===== config.mk =====
export PLATFORM = sky130hd
export DESIGN_NAME = double_ended_queue_core
export DESIGN_NICKNAME = d
export VERILOG_FILES = /design/src/design/deq_pkg.sv /design/src/design/deq_ram.sv /design/src/design/double_ended_queue_core.sv
export SDC_FILE = /design/constraint.sdc
export NUM_CORES = 1
export LEC_CHECK = 0
export BUFFER_PORTS_ARGS = -buffer_cell sky130_fd_sc_hd__buf_2
export CAP_MARGIN = 20
export CORE_MARGIN = 3
export CORE_UTILIZATION = 62
export DETAILED_ROUTE_END_ITERATION = 8
export PLACE_DENSITY = 0.8
export SETUP_SLACK_MARGIN = 0.4
export SLEW_MARGIN = 5
export SYNTH_ARGS = -nofsm -noshare
export SYNTH_HDL_FRONTEND = slang
export SYNTH_SLANG_ARGS = --single-unit

===== constraint.sdc =====
create_clock -name i_clk -period 5.1 [get_ports i_clk]
set_input_delay 0.255 -clock i_clk [delete_from_list [all_inputs] [get_ports i_clk]]
set_output_delay 0.255 -clock i_clk [all_outputs]
set_load 0.005 [all_outputs]

===== src/design/deq_pkg.sv =====
`timescale 1ns / 1ps
// Shared types, codes and ring arithmetic for the double-ended queue.
// No dependencies; every design file but deq_ram imports this package.
package deq_pkg;

    localparam int DEPTH = 16;
    localparam int AW    = $clog2(DEPTH);
    localparam int CW    = $clog2(DEPTH + 1);
    localparam int DW    = 32;

    typedef logic [AW-1:0] t_addr;
    typedef logic [CW-1:0] t_count;
    typedef logic [2:0]    t_cmd;
    typedef logic [1:0]    t_status;

    localparam t_cmd CMD_PUSH_FRONT = 3'd0;
    localparam t_cmd CMD_PUSH_BACK  = 3'd1;
    localparam t_cmd CMD_POP_FRONT  = 3'd2;
    localparam t_cmd CMD_POP_BACK   = 3'd3;
    localparam t_cmd CMD_LIST       = 3'd4;

    localparam t_status ST_OK    = 2'd0;
    localparam t_status ST_EMPTY = 2'd1;
    localparam t_status ST_FULL  = 2'd2;

    typedef enum logic [2:0] {
        S_IDLE = 3'b001,
        S_POP  = 3'b010,
        S_LIST = 3'b100
    } t_state;

    // Ring position base + off, wrapped at DEPTH. Both operands stay below DEPTH.
    function automatic t_addr ring_add(input t_addr base, input t_addr off);
        logic [AW:0] sum;
        sum = {1'b0, base} + {1'b0, off};
        if (sum >= (AW+1)'(DEPTH)) begin
            sum = sum - (AW+1)'(DEPTH);
        end
        return sum[AW-1:0];
    endfunction

endpackage


===== src/design/deq_ram.sv =====
`timescale 1ns / 1ps
// Generic single-write, single-read synchronous RAM with registered read data.
// No package dependencies.
module deq_ram #(
    parameter int DEPTH = 16,
    parameter int WIDTH = 32
) (
    input  logic                     i_clk,
    input  logic                     i_we,
    input  logic [$clog2(DEPTH)-1:0] i_waddr,
    input  logic [WIDTH-1:0]         i_wdata,
    input  logic [$clog2(DEPTH)-1:0] i_raddr,
    output logic [WIDTH-1:0]         o_rdata
);
    logic [WIDTH-1:0] r_mem [DEPTH];

    always_ff @(posedge i_clk) begin
        if (i_we) begin
            r_mem[i_waddr] <= i_wdata;
        end
        o_rdata <= r_mem[i_raddr];
    end
endmodule


===== src/design/double_ended_queue_core.sv =====
`timescale 1ns / 1ps
// Top level of the bounded double-ended queue: command sequencer and ring pointers.
// Depends on deq_pkg and deq_ram.
//
//  Channel  | Handshake                        | Payload
//  ---------+----------------------------------+------------------------------
//  request  | start in, busy out (start&!busy) | i_cmd, i_value
//  result   | o_strobe out, one cycle each     | o_item, o_status, o_last
//
// A push writes the word, and its result shows in the next cycle.
// A pop passes through S_POP while the entry memory returns its registered read data.
// A list makes one read per entry through the single read port, with results back to back.
// Rejected pushes and pops and an empty list answer in the next cycle.
// Reset is synchronous and active low; it empties the queue (memory contents are kept).
// Busy stays high while reset is held, so no request is taken during reset.
// The receiver cannot stall; busy is the only back-pressure toward the requester.
module double_ended_queue_core (
    input  logic                    i_clk,
    input  logic                    i_rst_n,
    input  logic                    start,
    output logic                    busy,
    input  deq_pkg::t_cmd           i_cmd,
    input  logic signed [31:0]      i_value,
    output logic                    o_strobe,
    output logic signed [31:0]      o_item,
    output deq_pkg::t_status        o_status,
    output logic                    o_last
);
    import deq_pkg::*;

    t_state  r_state, n_state;
    t_addr   r_front, n_front;
    t_count  r_occ,   n_occ;
    t_count  r_idx,   n_idx;

    logic               r_strobe, n_strobe;
    logic signed [31:0] r_item,   n_item;
    t_status            r_status, n_status;
    logic               r_last,   n_last;

    logic            ram_we;
    t_addr           ram_waddr;
    t_addr           ram_raddr;
    logic [DW-1:0]   ram_rdata;
    logic            accept;
    logic            is_full;
    logic            is_empty;
    logic            list_done;

    deq_ram #(
        .DEPTH (DEPTH),
        .WIDTH (DW)
    ) u_ram (
        .i_clk   (i_clk),
        .i_we    (ram_we),
        .i_waddr (ram_waddr),
        .i_wdata (i_value),
        .i_raddr (ram_raddr),
        .o_rdata (ram_rdata)
    );

    assign busy      = (r_state != S_IDLE) || !i_rst_n;
    assign accept    = start && !busy;
    assign is_full   = (r_occ == CW'(DEPTH));
    assign is_empty  = (r_occ == '0);
    assign list_done = (r_idx == r_occ);

    always_comb begin
        n_state   = r_state;
        n_front   = r_front;
        n_occ     = r_occ;
        n_idx     = r_idx;
        n_strobe  = 1'b0;
        n_item    = r_item;
        n_status  = r_status;
        n_last    = r_last;
        ram_we    = 1'b0;
        ram_waddr = r_front;
        ram_raddr = r_front;

        case (r_state)
            S_IDLE: begin
                if (accept) begin
                    case (i_cmd)
                        CMD_PUSH_FRONT, CMD_PUSH_BACK: begin
                            n_strobe = 1'b1;
                            n_last   = 1'b1;
                            if (is_full) begin
                                // The word is dropped and the queue stays as it was.
                                n_item   = '0;
                                n_status = ST_FULL;
                            end else begin
                                ram_we = 1'b1;
                                if (i_cmd == CMD_PUSH_FRONT) begin
                                    // The front moves back one slot and takes the word.
                                    n_front   = ring_add(r_front, AW'(DEPTH - 1));
                                    ram_waddr = n_front;
                                end else begin
                                    // Not full, so the count fits in an address.
                                    ram_waddr = ring_add(r_front, r_occ[AW-1:0]);
                                end
                                n_occ    = r_occ + CW'(1);
                                n_item   = i_value;
                                n_status = ST_OK;
                            end
                        end
                        CMD_POP_FRONT, CMD_POP_BACK: begin
                            if (is_empty) begin
                                n_strobe = 1'b1;
                                n_item   = '0;
                                n_status = ST_EMPTY;
                                n_last   = 1'b1;
                            end else begin
                                // The pointers update now; the removed word arrives
                                // from memory in the next cycle.
                                if (i_cmd == CMD_POP_FRONT) begin
                                    ram_raddr = r_front;
                                    n_front   = ring_add(r_front, AW'(1));
                                end else begin
                                    ram_raddr = ring_add(r_front, AW'(r_occ - CW'(1)));
                                end
                                n_occ   = r_occ - CW'(1);
                                n_state = S_POP;
                            end
                        end
                        CMD_LIST: begin
                            if (is_empty) begin
                                n_strobe = 1'b1;
                                n_item   = '0;
                                n_status = ST_EMPTY;
                                n_last   = 1'b1;
                            end else begin
                                ram_raddr = r_front;
                                n_idx     = CW'(1);
                                n_state   = S_LIST;
                            end
                        end
                        default: begin
                            // Unknown commands are taken and ignored.
                        end
                    endcase
                end
            end
            S_POP: begin
                n_strobe = 1'b1;
                n_item   = $signed(ram_rdata);
                n_status = ST_OK;
                n_last   = 1'b1;
                n_state  = S_IDLE;
            end
            S_LIST: begin
                // Read data holds the entry at offset r_idx - 1; the next read is
                // issued in the same cycle so results stream without gaps.
                n_strobe  = 1'b1;
                n_item    = $signed(ram_rdata);
                n_status  = ST_OK;
                n_last    = list_done;
                ram_raddr = ring_add(r_front, r_idx[AW-1:0]);
                if (list_done) begin
                    n_state = S_IDLE;
                end else begin
                    n_idx = r_idx + CW'(1);
                end
            end
            default: begin
                n_state = S_IDLE;
            end
        endcase
    end

    always_ff @(posedge i_clk) begin
        if (!i_rst_n) begin
            r_state  <= S_IDLE;
            r_front  <= '0;
            r_occ    <= '0;
            r_idx    <= '0;
            r_strobe <= 1'b0;
        end else begin
            r_state  <= n_state;
            r_front  <= n_front;
            r_occ    <= n_occ;
            r_idx    <= n_idx;
            r_strobe <= n_strobe;
        end
    end

    always_ff @(posedge i_clk) begin
        r_item   <= n_item;
        r_status <= n_status;
        r_last   <= n_last;
    end

    assign o_strobe = r_strobe;
    assign o_item   = r_item;
    assign o_status = r_status;
    assign o_last   = r_last;

endmodule


# --- Yosys cells after proc, flatten, opt, wreduce, memory -nomap -nowiden ---
# Memory sizes are Yosys's and may differ from the RTL's. A register that Yosys moved wholly into a read port is not among the register bits.
# Cells that the tools add are included.
totals:
  reg_bits: 53
  ramBits: 512
  in_bits: 38
  elab_cells: 129
  mem_count: 1
op_classes:
  n_addsub: 13
  magnitude_cmp: 5
  n_eq_ne: 24
  n_mux: 58
  reduce_logical: 20
mem_list:
  columns: ["name", "depth", "width", "rd", "rd_clocked_by_memory_dff", "write_ports", "line", "rtl"]
  rows:
  - ["u_ram.r_mem", 16, 32, 1, 1, 1, "deq_ram.sv:15", "logic [WIDTH-1:0] r_mem [DEPTH];"]
op_table:
  columns: ["op", "n"]
  rows:
  - ["32-bit one-hot mux with 2 select lines", 2]
  - ["32-bit two-way mux", 3]
  - ["4-bit two-way mux", 18]
  - ["5-bit two-way mux", 6]
  - ["5-bit >= comparator (second input constant)", 5]
  - ["5-bit one-hot mux with 2 select lines", 2]
  - ["4-bit by 1-bit subtractor with 4-bit output (second input constant)", 5]
  - ["2-bit inequality test (second input constant)", 8]
  - ["4-bit one-hot mux with 2 select lines", 2]
  - ["4-bit by 4-bit adder with 5-bit output", 3]
  - ["5-bit AND reduction", 3]
  - ["3-bit two-way mux", 4]
  - ["3-bit one-hot mux with 2 select lines", 2]
  - ["5-bit by 1-bit adder with 5-bit output (second input constant)", 2]
  - ["1-bit two-way mux", 10]
  - ["3-bit by 2-bit == test with 1-bit output (second input constant)", 3]
  - ["3-bit inequality test (second input constant)", 3]
  - ["2-bit one-hot mux with 2 select lines", 2]
  - ["4-bit AND reduction", 2]
  - ["7-bit AND reduction", 1]
  - ["3-bit by 1-bit == test with 1-bit output (second input constant)", 2]
  - ["3-bit == test (second input constant)", 2]
  - ["2-bit two-way mux", 3]
  - ["3-bit by 1-bit inequality test with 1-bit output (second input constant)", 2]
  - ["other kinds (18)", 25]

# --- Longest topological paths before layout ---
# Gate-level depths: netlist of the first run.
depth:
  depth_word: 9
  mapped_depth: 13

# --- By module ---
# A second synthesis of the first run with hierarchy kept.
unflattened:
  hier_cells: 1116
  hier_area_um2: 22894.5
by_module_without_submodules:
  columns: ["mod", "instances", "cells_per_inst", "area_each_um2"]
  rows:
  - ["deq_ram", 1, 838, 19835.3]
  - ["double_ended_queue_core", 1, 278, 3059.2]

# --- Least setup slack after synthesis of the first run ---
# Ideal clock, no wire load.
synth_path:
  path_type: "register to register"
  startpoint: "reg r_occ[0]"
  endpoint: "mem u_ram.r_mem[10][0] (enable)"
  arrival_ps: 3434
  slack_ps: 1244
  path_stages_with_launch: 9
  path_buffers: 0
  cell_sequence: "dfxtp_1 inv_1 ha_1 and3_1 nor4_1 o21ai_0 a22oi_1 o21ai_0 nor2_1"
synth_between:
  elab_chain_cells: 8
  word_cells_on_any_way: 16
  cone_classes: "add/sub (2); order compare (1); eq/ne (1); mux (12)"
synth_rtl:
  columns: ["element", "line", "rtl"]
  rows:
  - ["from (decl)", "double_ended_queue_core.sv:33", "t_count r_occ, n_occ;"]
  - ["from (signal assigned)", "double_ended_queue_core.sv:181", "r_occ <= n_occ;"]
  - ["4-bit by 4-bit adder with 5-bit output", "deq_pkg.sv:35", "sum = {1'b0, base} + {1'b0, off};"]
  - ["4-bit by 1-bit subtractor with 4-bit output or 5-bit >= comparator (tied branches)", "deq_pkg.sv:37, deq_pkg.sv:36", null]
  - ["4-bit two-way mux", "deq_pkg.sv:36", "if (sum >= (AW+1)'(DEPTH)) begin"]
  - ["4-bit two-way mux", "double_ended_queue_core.sv:94", "if (i_cmd == CMD_PUSH_FRONT) begin"]
  - ["4-bit two-way mux", "double_ended_queue_core.sv:88", "if (is_full) begin"]
  - ["4-bit two-way mux", "double_ended_queue_core.sv:84", "case (i_cmd)"]
  - ["4-bit two-way mux", "double_ended_queue_core.sv:83", "if (accept) begin"]
  - ["4-bit two-way mux", "double_ended_queue_core.sv:81", "case (r_state)"]
  - ["to (decl)", "deq_ram.sv:15", null]
# Several ways; a longest one is shown, not always the timed one.

# --- Worst setup path in the final report of the first run ---
layout_path:
  startpoint: "reg r_state[0]"
  endpoint: "mem u_ram.r_mem[1][10] (enable)"
layout_between:
  elab_chain_cells: 8
  word_cells_on_any_way: 11
  cone_classes: "eq/ne (2); mux (6); reduce/logical (3)"
layout_rtl:
  columns: ["element", "line", "rtl"]
  rows:
  - ["from (decl)", "double_ended_queue_core.sv:31", "t_state r_state, n_state;"]
  - ["from (signal assigned)", "double_ended_queue_core.sv:179", "r_state <= n_state;"]
  - ["3-bit by 1-bit inequality test with 1-bit output", "double_ended_queue_core.sv:62", "assign busy = (r_state != S_IDLE) || !i_rst_n;"]
  - ["1-bit logical OR", "double_ended_queue_core.sv:62", null]
  - ["1-bit zero test", "double_ended_queue_core.sv:63", "assign accept = start && !busy;"]
  - ["1-bit logical AND", "double_ended_queue_core.sv:63", null]
  - ["1-bit two-way mux", "double_ended_queue_core.sv:83", null]
  - ["1-bit two-way mux", "double_ended_queue_core.sv:81", null]
  - ["1-bit two-way mux", "deq_ram.sv:18", "if (i_we) begin"]
  - ["1-bit two-way mux (implied by the code)", "deq_ram.sv:19", "r_mem[i_waddr] <= i_wdata;"]
# Several ways; a longest one is shown, not always the timed one.

==> results of run 1 <==
[critical path, stage by stage (launching register included)]
cell	delay, ns
dfxtp_1	0.43
nor3b_2	0.45
nand2_1	0.22
nor4_1	0.72
o21ai_0	0.26
a22oi_1	0.27
nand3_1	0.34
nor2_4	0.71
buf_12	0.27
[layer usage]
| layer | vias to the layer above | routed length, um | track usage, % |
|---|---|---|---|
| met5 | - | 11 | 0 |
| met4 | 2 | 1450 | 8.56 |
| met1 | 6400 | 20600 | 32.6 |
| met2 | 388 | 24400 | 40.0 |
| met3 | 99 | 2570 | 3.64 |
| li1 | 5563 | - | - |
[cell families after synthesis]
kind of cell,share of synthesized area (%)
xor+xnor,1.02
fa+ha+maj,1.03
buf+inv,1.93
simple gates,2.29
mux,16.5
compound gates,4.62
flops,72.6
[flip-flops by register name (all words and copies together) (netlist names)]
signal / flops
o_item: 32
o_last: 1
o_status: 2
o_strobe: 1
r_front: 4
r_idx: 5
r_occ: 5
r_state: 3
u_ram.o_rdata: 32
u_ram.r_mem: 512
[final cells by class]
cell class                      count  area share (%)
Clock buffer                       79            5.96
Clock inverter                     27           0.964
Inverter                            8           0.111
Multi-Input combinational cell    676            23.4
Sequential cell                   597            64.5
Tap cell                          511            2.37
Timing Repair Buffer              110            2.70
[power by group through the flow]
stage	Sequential, mW	Clock (mW)	Combinational [mW]
3_5_place_dp	5.70	0	0.791
2_1_floorplan	5.72	0	0.434
6_report	5.60	4.18	0.786
3_3_place_gp	5.70	0	0.770
5_1_grt	5.61	4.42	0.858
4_1_cts	5.60	4.23	0.799
[final timing paths]
path                                        to
hold / removal         r_state[0]$_SDFFE_PN1P_
setup reg to reg  u_ram.r_mem[1][10]$_DFFE_PP_
setup / recovery  u_ram.r_mem[1][10]$_DFFE_PP_
hold reg to reg           o_item[27]$_DFFE_PP_
[stage by stage]
step                      worst slack (ns)  total power, mW  hold slack, ns
final                                 1.11             10.6          0.0301
after detailed placement              1.09             6.49           0.511
after global placement                1.18             6.47           0.510
after CTS                             1.09             10.6         0.00446
after global routing                 0.640             10.9          0.0271
after floorplan                       1.24             6.15           0.354
[timing repair]
item                                   4_1_cts  5_1_grt
endpoints found under the hold margin        1        0
buffers inserted                             0        0
hold buffers                                 1        0
[cell usage in the layout, fill, tap and decap left out, drive strengths merged, types with 12 or more instances in the layout]
master | synthesis | routed
clkinv | 0 | 20
clkbuf | 18 | 79
edfxtp | 547 | 547
nor2 | 33 | 33
xnor2 | 17 | 17
ha | 15 | 15
buf | 51 | 109
o221ai | 32 | 32
a21oi | 12 | 12
mux2 | 64 | 64
a22o | 33 | 33
nand2 | 21 | 21
dfxtp | 50 | 50
mux2i | 325 | 325
a22oi | 34 | 34
==> out/qor.yml, run 1 <==
outcome: "complete, no violations"
netlist_instances: 1350
powerDensity_nw_per_um2: 391
setup_viol: 0
p_leak_nw: 8.50
ys.flop_type: "edfxtp_1"
clockRootBuffer: "clkbuf_16"
hp-class: "in -> reg"
syn-cell-area_um2: 24000
gp_congestion: 0.823
clkPwrFrac_pct: 39.5
fin_crit_sh_pct: 78.3
startpoint_type: "flop"
crit_type: "reg -> reg"
tightest_slew_ns: 1.04
dp.cells: 1900
startpoint: "r_state[0]$_SDFFE_PN1P_"
post-route-util_pct: 71.2
post_cts_resized: 0
vias_per_cell: 6.20
first_pass_iters: 7
finClkSkew_ns: 0.0248
nNetsFinal: 1506
hold_violations: 0
grt.overflow.total: 0
stdcell_count: 2008
syn_nets: 1406
synthArstFlopShare_pct: 0
p_seq_share_pct: 53.0
grt_pass1_wl_um: 75200
ir_drop_uv: 311
p_sw_share_pct: 21.5
synth_top_area_share_pct: 68.4
yosysWarningCount: 0
drt-total-wl_um: 49000
fillers: 2360
rsz0062_at_grt: "no"
cts_num_sinks: 597
r2r_setup_slack_ns: 1.11
ys_types: 50
clk_latency_ns: 0.60
timing.rr.start: "r_state[0]$_SDFFE_PN1P_"
crit_arrival_ns: 4.28
power.share.combinational_pct: 7.4
die_w_um: 203
routedWlPerCell_um: 24.4
syn_area_per_cell_um2: 17.8
placed_area_um2: 25100
min_from: "start"
antenna_cells: 0
slew_viol_final: 0
numCtsBuffers: 57
synth_most_common_cell: "edfxtp_1"
ys_top_cells_by_area: "edfxtp_1 68%, mux2i_1 14%, dfxtp_1 4.2%"
synth_top_area_cell: "edfxtp_1"
path_clk_slew_ns: 0.06
design_area_um2: 27000
cp_max_fo: 17
internal-power_mw: 8.29
grt_pass1_vias: 12800
cts_tree: "built"
vias: 12500
initial_core_util_pct: 63.3
p_sw_mw: 2.27
crit_required_ns: 5.39
synth_edf_count: 547
ff2ff_path_depth: 8
core_area_um2: 37900
synth_commonest_cells: "547 x edfxtp_1, 325 x mux2i_1, 64 x mux2_2"
dr.first_iter.drc_count: 1031
multi_input_area_um2: 6310
post-route-drc-count: 0
cap_violations: 0
ant_nets: 0
die_area_um2: 41100
antenna_found_initial: 1
seqCellArea_um2: 17400
htreeDepth: 2
endpoint_kind: "flop"
timing.fmax_mhz: 251
grt_util_all_layers_pct: 24.0
ys_seq_elements: 597
hold_depth: 4
yosysSeqAreaShare_pct: 72.6
io_buffers: 74
setup_tns_ns: 0
grt_max_degree: 130
io_pins: 75
rows: 71
die_y_um: 203
cts_buffer_depth: 3
area_growth_pct: 12.4
drive_gt1_share_pct: 19.8
period_minus_slack_ns: 3.99
dpl.hpwl_um: 27300
slew_headroom_pct: 30.3
No activity file was read; power rests on OpenSTA's default activity.
==> inputs of run 2 (changes only) <==
--- a/config.mk
+++ b/config.mk
@@ -5,6 +5,7 @@
 export SDC_FILE = /design/constraint.sdc
 export NUM_CORES = 1
 export LEC_CHECK = 0
+export ABC_AREA = 1
 export BUFFER_PORTS_ARGS = -buffer_cell sky130_fd_sc_hd__buf_2
 export CAP_MARGIN = 20
 export CORE_MARGIN = 3
==> constraint.sdc (replaced) <==
create_clock -name i_clk -period 4 [get_ports i_clk]
set_input_delay 0.2 -clock i_clk [delete_from_list [all_inputs] [get_ports i_clk]]
set_output_delay 0.2 -clock i_clk [all_outputs]
set_load 0.005 [all_outputs]
==> run 2 against run 1 <==
  * Clock skew barely moved
  * Flip-flop and latch count did not move
  * Via count rose by 49%
  * First-iteration DRC count rose by 100%
  * Synthesized cell count rose by 83%
  * Sequential power rose by 27%
  * Global-route usage rose by 5.6 points
  * Non-clock buffer count rose by 46
==> out/qor.yml, run 2 <==
outcome: "complete, no violations"
dp.cells: 2972  # +56%
syn_nets: 2520  # +79%
numCtsBuffers: 58  # +1.8%
synth_most_common_cell: "nand3_1"
clk_latency_ns: 0.62  # +0.02 ns
grt_pass1_vias: 18300  # +43%
muxShareOfSynthArea_pct: 0  # -17 points
fillers: 2714  # +15%
synthArstFlopShare_pct: 0  # unchanged
die_y_um: 211  # +4.2%
synthAdderAreaFrac_pct: 0.948  # -0.084 points
period_minus_slack_ns: 3.32  # -0.666 ns
p_sw_share_pct: 27.5  # +6.0 points
synth_edf_count: 547  # unchanged
largest_reg_flops: 512  # unchanged
crit_arrival_ns: 3.82  # -0.46 ns
cts_buffer_depth: 3  # unchanged
first_pass_iters: 6  # -1
syn_area_per_cell_um2: 10.6  # -40%
timing.fmax_mhz: 301  # +20%
antenna_found_initial: 1  # unchanged
io_pins: 75  # unchanged
p_leak_nw: 12.1  # +42%
rows: 74  # +4.2%
gp_congestion: 0.834  # +1.4%
synth_top_area_cell: "edfxtp_1"
final_cell_mix: "593 x nand3_1, 547 x edfxtp_1, 525 x nand2_1"
dp_slack_ns: 0.771  # -0.321 ns
drive_gt1_share_pct: 10.1  # -9.7 points
grt_util_all_layers_pct: 29.6  # +5.6 points
dpl.hpwl_um: 35100  # +29%
rsz0062_at_grt: "no"
p_seq_share_pct: 47.0  # -6.0 points
path_clk_slew_ns: 0.06  # about the same
synth_commonest_cells: "594 x nand3_1, 547 x edfxtp_1, 526 x nand2_1"
powerDensity_nw_per_um2: 512  # +31%
ys_seq_elements: 597  # unchanged
grt_pass1_wl_um: 102000  # +35%
slew_headroom_pct: 34.6  # +4.2 points
setup_tns_ns: 0  # unchanged
synth_top_area_share_pct: 62.8  # -5.5 points
vias: 18600  # +49%
ys_top_cells_by_area: "edfxtp_1 63%, nand3_1 11%, nand2_1 7.6%"
ys_types: 36  # -28%
synth_xor_area_share_pct: 0.804  # -0.22 points
startpoint_type: "flop"
io_buffers: 74  # unchanged
setup_viol: 0  # unchanged
synth_top_family_by_area: "simple AND/OR/NAND/NOR gates"
hp-class: "in -> reg"
crit_path_max_incr_delay_ns: 0.76  # +0.04 ns
slew_viol_final: 0  # unchanged
yosysWarningCount: 0  # unchanged
die_area_um2: 44700  # +8.6%
tightest_slew_ns: 0.982  # -0.0610 ns
grt_max_degree: 150  # +15%
stdcell_count: 3118  # +55%
hold_violations: 0  # unchanged
p_sw_mw: 4.15  # +83%
power.share.combinational_pct: 16.1  # +8.7 points
area_growth_pct: 12.9
cp_max_fo: 64  # +47
crit_type: "reg -> reg"
grt.overflow.total: 0  # unchanged
vias_per_cell: 5.96  # -3.9%
initial_core_util_pct: 63.4  # +0.12 points
post-route-drc-count: 0  # unchanged
post_cts_buffers: 0  # unchanged
yosys.area_share.simple_pct: 22.0  # +20 points
crit_required_ns: 4.50  # -0.89 ns
crit_path_top_delay_cell: "buf_4"
netlist_instances: 2464  # +83%
cap_violations: 0  # unchanged
cp_cell_sequence: "inv_1, ha_1, xnor2_1, inv_1, ha_1, xnor2_1, nand3_1, o21ai_0, a21oi_4, buf_4, nand3_1, nand3_1, nand2_1"
ff2ff_path_depth: 13  # +5
core_area_um2: 41200  # +8.6%
ant_nets: 0  # unchanged
clockRootBuffer: "clkbuf_16"
cpMostUsedCell: "nand3_1"
die_w_um: 211  # +4.2%
htreeDepth: 2  # unchanged
layout_commonest_cell: "nand3_1"
cts_num_sinks: 597  # unchanged
drt-total-wl_um: 65900  # +35%
syn-cell-area_um2: 26100  # +8.8%
nNetsFinal: 2591  # +72%
post_cts_resized: 0  # unchanged
cts_tree: "built"
clkPwrFrac_pct: 36.9  # -2.6 points
ys.flop_type: "edfxtp_1"
routedWlPerCell_um: 21.1  # -13%
worst_slack_ns: 0.675  # -0.434 ns
fin_crit_sh_pct: 83.1  # +4.9 points
finClkSkew_ns: 0.0253  # +0.000486 ns
synth-compound-area-share_pct: 1.56  # -3.1 points
ir_drop_uv: 444  # +43%
endpoint_kind: "flop"
dr.first_iter.drc_count: 2084  # +100%
internal-power_mw: 11.0  # +32%
top_register: "u_ram.r_mem"
yosysSeqAreaShare_pct: 66.7  # -5.9 points
hold_depth: 1  # -3
fin_total_pwr_mw: 15.1  # +43%
run 2: cell count changes in the layout (fill, tap and decap cells not counted), sizes merged, moves of 32 or more:
cell and delta:
inv +348, a22oi -34, nand3b +62, mux2i -325, o21ai +40, mux2 -64
o221ai -32, a22o -33, nand2 +509, dlygate4sd3 +34, nand3 +587
run 2: final cells by class:
type	instances	area, um^2	area share (%)
timing repair buffer	156	1270	4.32
tap	532	666	2.26
clock buffer	83	1730	5.86
antenna	1	2.50	0.00848
inverter	358	1350	4.56
multi-input combinational	1364	6820	23.1
clock inverter	27	236	0.802
sequential	597	17400	59.1
run 2: cell families after synthesis:
family | after synthesis
AO/OA/AOI/OAI | 77
flip-flops | 597
buffers and inverters | 503
adder cells (fa/ha/maj) | 18
XOR/XNOR | 24
AND/OR/NAND/NOR | 1245
run 2: metal layers:
| layer | GRT usage (%) | vias up | share of wire [%] |
|---|---|---|---|
| li1 | - | 8446 | - |
| met1 | 39.1 | 8896 | 38 |
| met2 | 48.7 | 1034 | 49 |
| met3 | 4.61 | 205 | 9.3 |
| met4 | 14.1 | 0 | 4.4 |
| met5 | 0 | - | 0 |
run 2: what timing repair did:
item,4_1_cts,5_1_grt
endpoints found under the setup margin,0,0
hold buffers,35,0
endpoints found under the hold margin,507,0
run 2: worst max-delay path: cells and delay by family (launching register included):
family / cells / cell delay, ns
AO/OA/AOI/OAI: 2 / 0.28
buffers and inverters: 3 / 1.00
AND/OR/NAND/NOR: 4 / 0.58
XOR/XNOR: 2 / 0.27
adder cells (fa/ha/maj): 2 / 0.56
flip-flops: 1 / 0.46
run 2: worst paths after layout:
check	startpoint	to	slack [ns]
max	r_occ[1]$_SDFFE_PN0P_	u_ram.o_rdata[3]$_DFF_P_	0.68
min	i_value[0]	u_ram.r_mem[13][0]$_DFFE_PP_	0.03
max reg2reg	r_occ[1]$_SDFFE_PN0P_	u_ram.o_rdata[3]$_DFF_P_	0.68
min reg2reg	u_ram.o_rdata[31]$_DFF_P_	o_item[31]$_DFFE_PP_	0.51
run 2: power groups by stage:
| stage | sequential (mW) | clock (mW) | combinational (mW) |
|---|---|---|---|
| after floorplan | 7.21 | 0 | 1.71 |
| after global placement | 7.22 | 0 | 2.26 |
| after detailed placement | 7.22 | 0 | 2.36 |
| after CTS | 7.09 | 5.61 | 2.40 |
| after global routing | 7.11 | 5.86 | 2.67 |
| final | 7.09 | 5.57 | 2.44 |
run 2: metrics by stage:
stage                     utilization (%)  hold WS, ns  area, um^2
final                                71.6       0.0346       29500
after global placement               66.0        0.491       27200
after CTS                            71.6      0.00294       29500
after global routing                 71.6       0.0299       29500
after detailed placement             66.0        0.499       27200
after floorplan                         -        0.299       26100
==> inputs of run 3 (changes only) <==
==> constraint.sdc (replaced) <==
create_clock -name i_clk -period 3.2 [get_ports i_clk]
set_input_delay 0.16 -clock i_clk [delete_from_list [all_inputs] [get_ports i_clk]]
set_output_delay 0.16 -clock i_clk [all_outputs]
set_load 0.005 [all_outputs]
==> run 3 against run 2 <==
  * Total power grew 27%
  * First-iteration DRC count grew 9.0%
  * Die area is the same
  * Highest routed layer is now met5
  * Largest cell class unchanged
  * Largest power group unchanged
  * Sequential power grew 25%
==> out/qor.yml, run 3 (synthesized netlist as in run 2, its figures left out) <==
outcome: "complete, no violations"
vias: 19000  # +2.1%
ir_drop_uv: 723  # +63%
nNetsFinal: 2624  # +1.3%
cts_buffer_depth: 3  # unchanged
timing.fmax_mhz: 365  # +21%
drt-total-wl_um: 68100  # +3.3%
io_buffers: 74  # unchanged
routedWlPerCell_um: 21.6  # +2.3%
r2r_setup_slack_ns: 0.46  # -0.22 ns
grt_pass1_vias: 19200  # +5.2%
rsz0062_at_grt: "yes"
grt_max_degree: 96  # -36%
first_pass_iters: 6  # unchanged
grt_util_all_layers_pct: 30.2  # +0.61 points
initial_core_util_pct: 63.4  # unchanged
fin_crit_sh_pct: 85.7  # +2.5 points
critical-path-top-delay-family: "simple AND/OR/NAND/NOR gates"
min_from: "start"
worstHoldEndpoint: "o_strobe$_SDFF_PN0_"
crit_path_top_delay_cell: "dfxtp_4"
layout_commonest_cell: "nand3_1"
drive_gt1_share_pct: 11.8  # +1.6 points
crit_arrival_ns: 3.25  # -0.57 ns
hp-class: "in -> reg"
crit_path_max_incr_delay_ns: 0.38  # -0.38 ns
cts_tree: "built"
htreeDepth: 2  # unchanged
endpoint_kind: "flop"
finClkSkew_ns: 0.0133  # -0.0120 ns
path_clk_slew_ns: 0.06  # about the same
core_area_um2: 41200  # unchanged
vias_per_cell: 6.02  # +1.1%
die_area_um2: 44700  # unchanged
startpoint_type: "flop"
clk_latency_ns: 0.62  # about the same
worst_slack_ns: 0.459  # -0.216 ns
period_minus_slack_ns: 2.74  # -0.584 ns
clockRootBuffer: "clkbuf_16"
gp_congestion: 0.859  # +3.0%
antenna_cells: 0  # -1
die_w_um: 211  # unchanged
placed_area_um2: 27500  # +1.2%
die_y_um: 211  # unchanged
worst-path-buf-inv: 2  # -1
design_area_um2: 30100  # +2.1%
ant_nets: 0  # unchanged
cap_violations: 0  # unchanged
cpMostUsedCell: "nand3_1"
setup_tns_ns: 0  # unchanged
cts_num_sinks: 597  # unchanged
p_leak_nw: 12.4  # +2.2%
dp.cells: 2993  # +0.71%
post-route-drc-count: 0  # unchanged
dr.first_iter.drc_count: 2272  # +9.0%
setup_viol: 0  # unchanged
antenna_found_initial: 2  # +1
grt_pass1_wl_um: 104000  # +2.3%
slew_viol_final: 0  # unchanged
largest_reg_flops: 512  # unchanged
rows: 74  # unchanged
ff2ff_path_depth: 15  # +2
stdcell_count: 3150  # +1.0%
cp_max_fo: 40  # -38%
dpl.hpwl_um: 35900  # +2.1%
crit_type: "reg -> reg"
numCtsBuffers: 58  # unchanged
final_cell_mix: "588 x nand3_1, 547 x edfxtp_1, 520 x nand2_1"
hold_depth: 5  # +4
timing.rr.start: "r_occ[1]$_SDFFE_PN0P_"
tightest_slew_ns: 0.831  # -0.151 ns
area_growth_pct: 15.2
powerDensity_nw_per_um2: 635  # +24%
io_pins: 75  # unchanged
grt.overflow.total: 0  # unchanged
dp_slack_ns: 0.170  # -0.601 ns
top_register: "u_ram.r_mem"
fin_total_pwr_mw: 19.1  # +27%
cp_cell_sequence: "inv_1, ha_1, nand3_2, nand2_2, nor2_4, nand2_1, nand3_1, nand2_8, nand2_8, buf_12, nand2_1, nand3_1, nand3_1, nand3_1, nand2_1"
post-route-util_pct: 73.1  # +1.5 points
hold_ws_ns: 0.208  # +0.174 ns
crit_required_ns: 3.71  # -0.79 ns
r2r-end: "u_ram.o_rdata[2]$_DFF_P_"
hold_violations: 0  # unchanged
slew_headroom_pct: 44.5  # +9.9 points
-- run 3: changes by cell type in the layout (fill, tap and decap cells not counted), moves of 4 or more --
cell,change
nand2_2,+4
buf_12,+13
clkinv_2,-4
nand2_1,-5
buf_6,+10
nand3_1,-5
nand3_2,+5
-- run 3: routing by layer --
layer / vias to the layer above / track usage, % / part of all wire (%)
li1: 8517 / - / -
met1: 9058 / 38.1 / 36
met2: 1143 / 50.6 / 49
met3: 254 / 5.53 / 9.6
met4: 4 / 15.5 / 4.9
met5: - / 0 / 0.034
-- run 3: what timing repair did --
item	CTS	global route
pin swaps	2	2
hold buffers	36	0
buffers inserted	7	1
resized for setup	10	31
setup endpoints to repair	152	546
gates cloned	1	2
endpoints found under the hold margin	526	0
-- run 3: worst max-delay path by stage --
| stage | start | endpoint | slack (ns) | depth (start not counted) |
|---|---|---|---|---|
| after floorplan | r_occ[1]$_SDFFE_PN0P_ | u_ram.r_mem[4][0]$_DFFE_PP_ | 0.07 | 11 |
| after global placement | r_occ[1]$_SDFFE_PN0P_ | u_ram.o_rdata[24]$_DFF_P_ | 0.22 | 16 |
| after detailed placement | r_occ[0]$_SDFFE_PN0P_ | u_ram.o_rdata[10]$_DFF_P_ | 0.17 | 16 |
| after CTS | r_front[0]$_SDFFE_PN0P_ | u_ram.r_mem[5][7]$_DFFE_PP_ | 0.40 | 10 |
| after global routing | r_occ[1]$_SDFFE_PN0P_ | u_ram.o_rdata[27]$_DFF_P_ | 0.32 | 15 |
| final | r_occ[1]$_SDFFE_PN0P_ | u_ram.o_rdata[2]$_DFF_P_ | 0.46 | 15 |
-- run 3: tightest hold or removal path, delay by kind of cell --
| family | cells | cell delay [ns] |
|---|---|---|
| and+or+nand+nor | 1 | 0.17 |
| buffers and inverters | 2 | 0.18 |
| AOI/OAI and AO/OA | 2 | 0.26 |
-- run 3: power by group --
| part | internal [mW] | switching [mW] |
|---|---|---|
| logic | 1.03 | 2.28 |
| registers | 8.78 | 0.113 |
| clock network | 4.05 | 2.88 |
-- run 3: cell type report --
type	instances	area, um^2
clock buffers	83	1680
clock inverters	27	277
fillers	2541	11100
inverters	358	1350
multi-input cells	1366	6920
flip-flops and latches	597	17400
well taps	532	666
repair buffers	187	1790
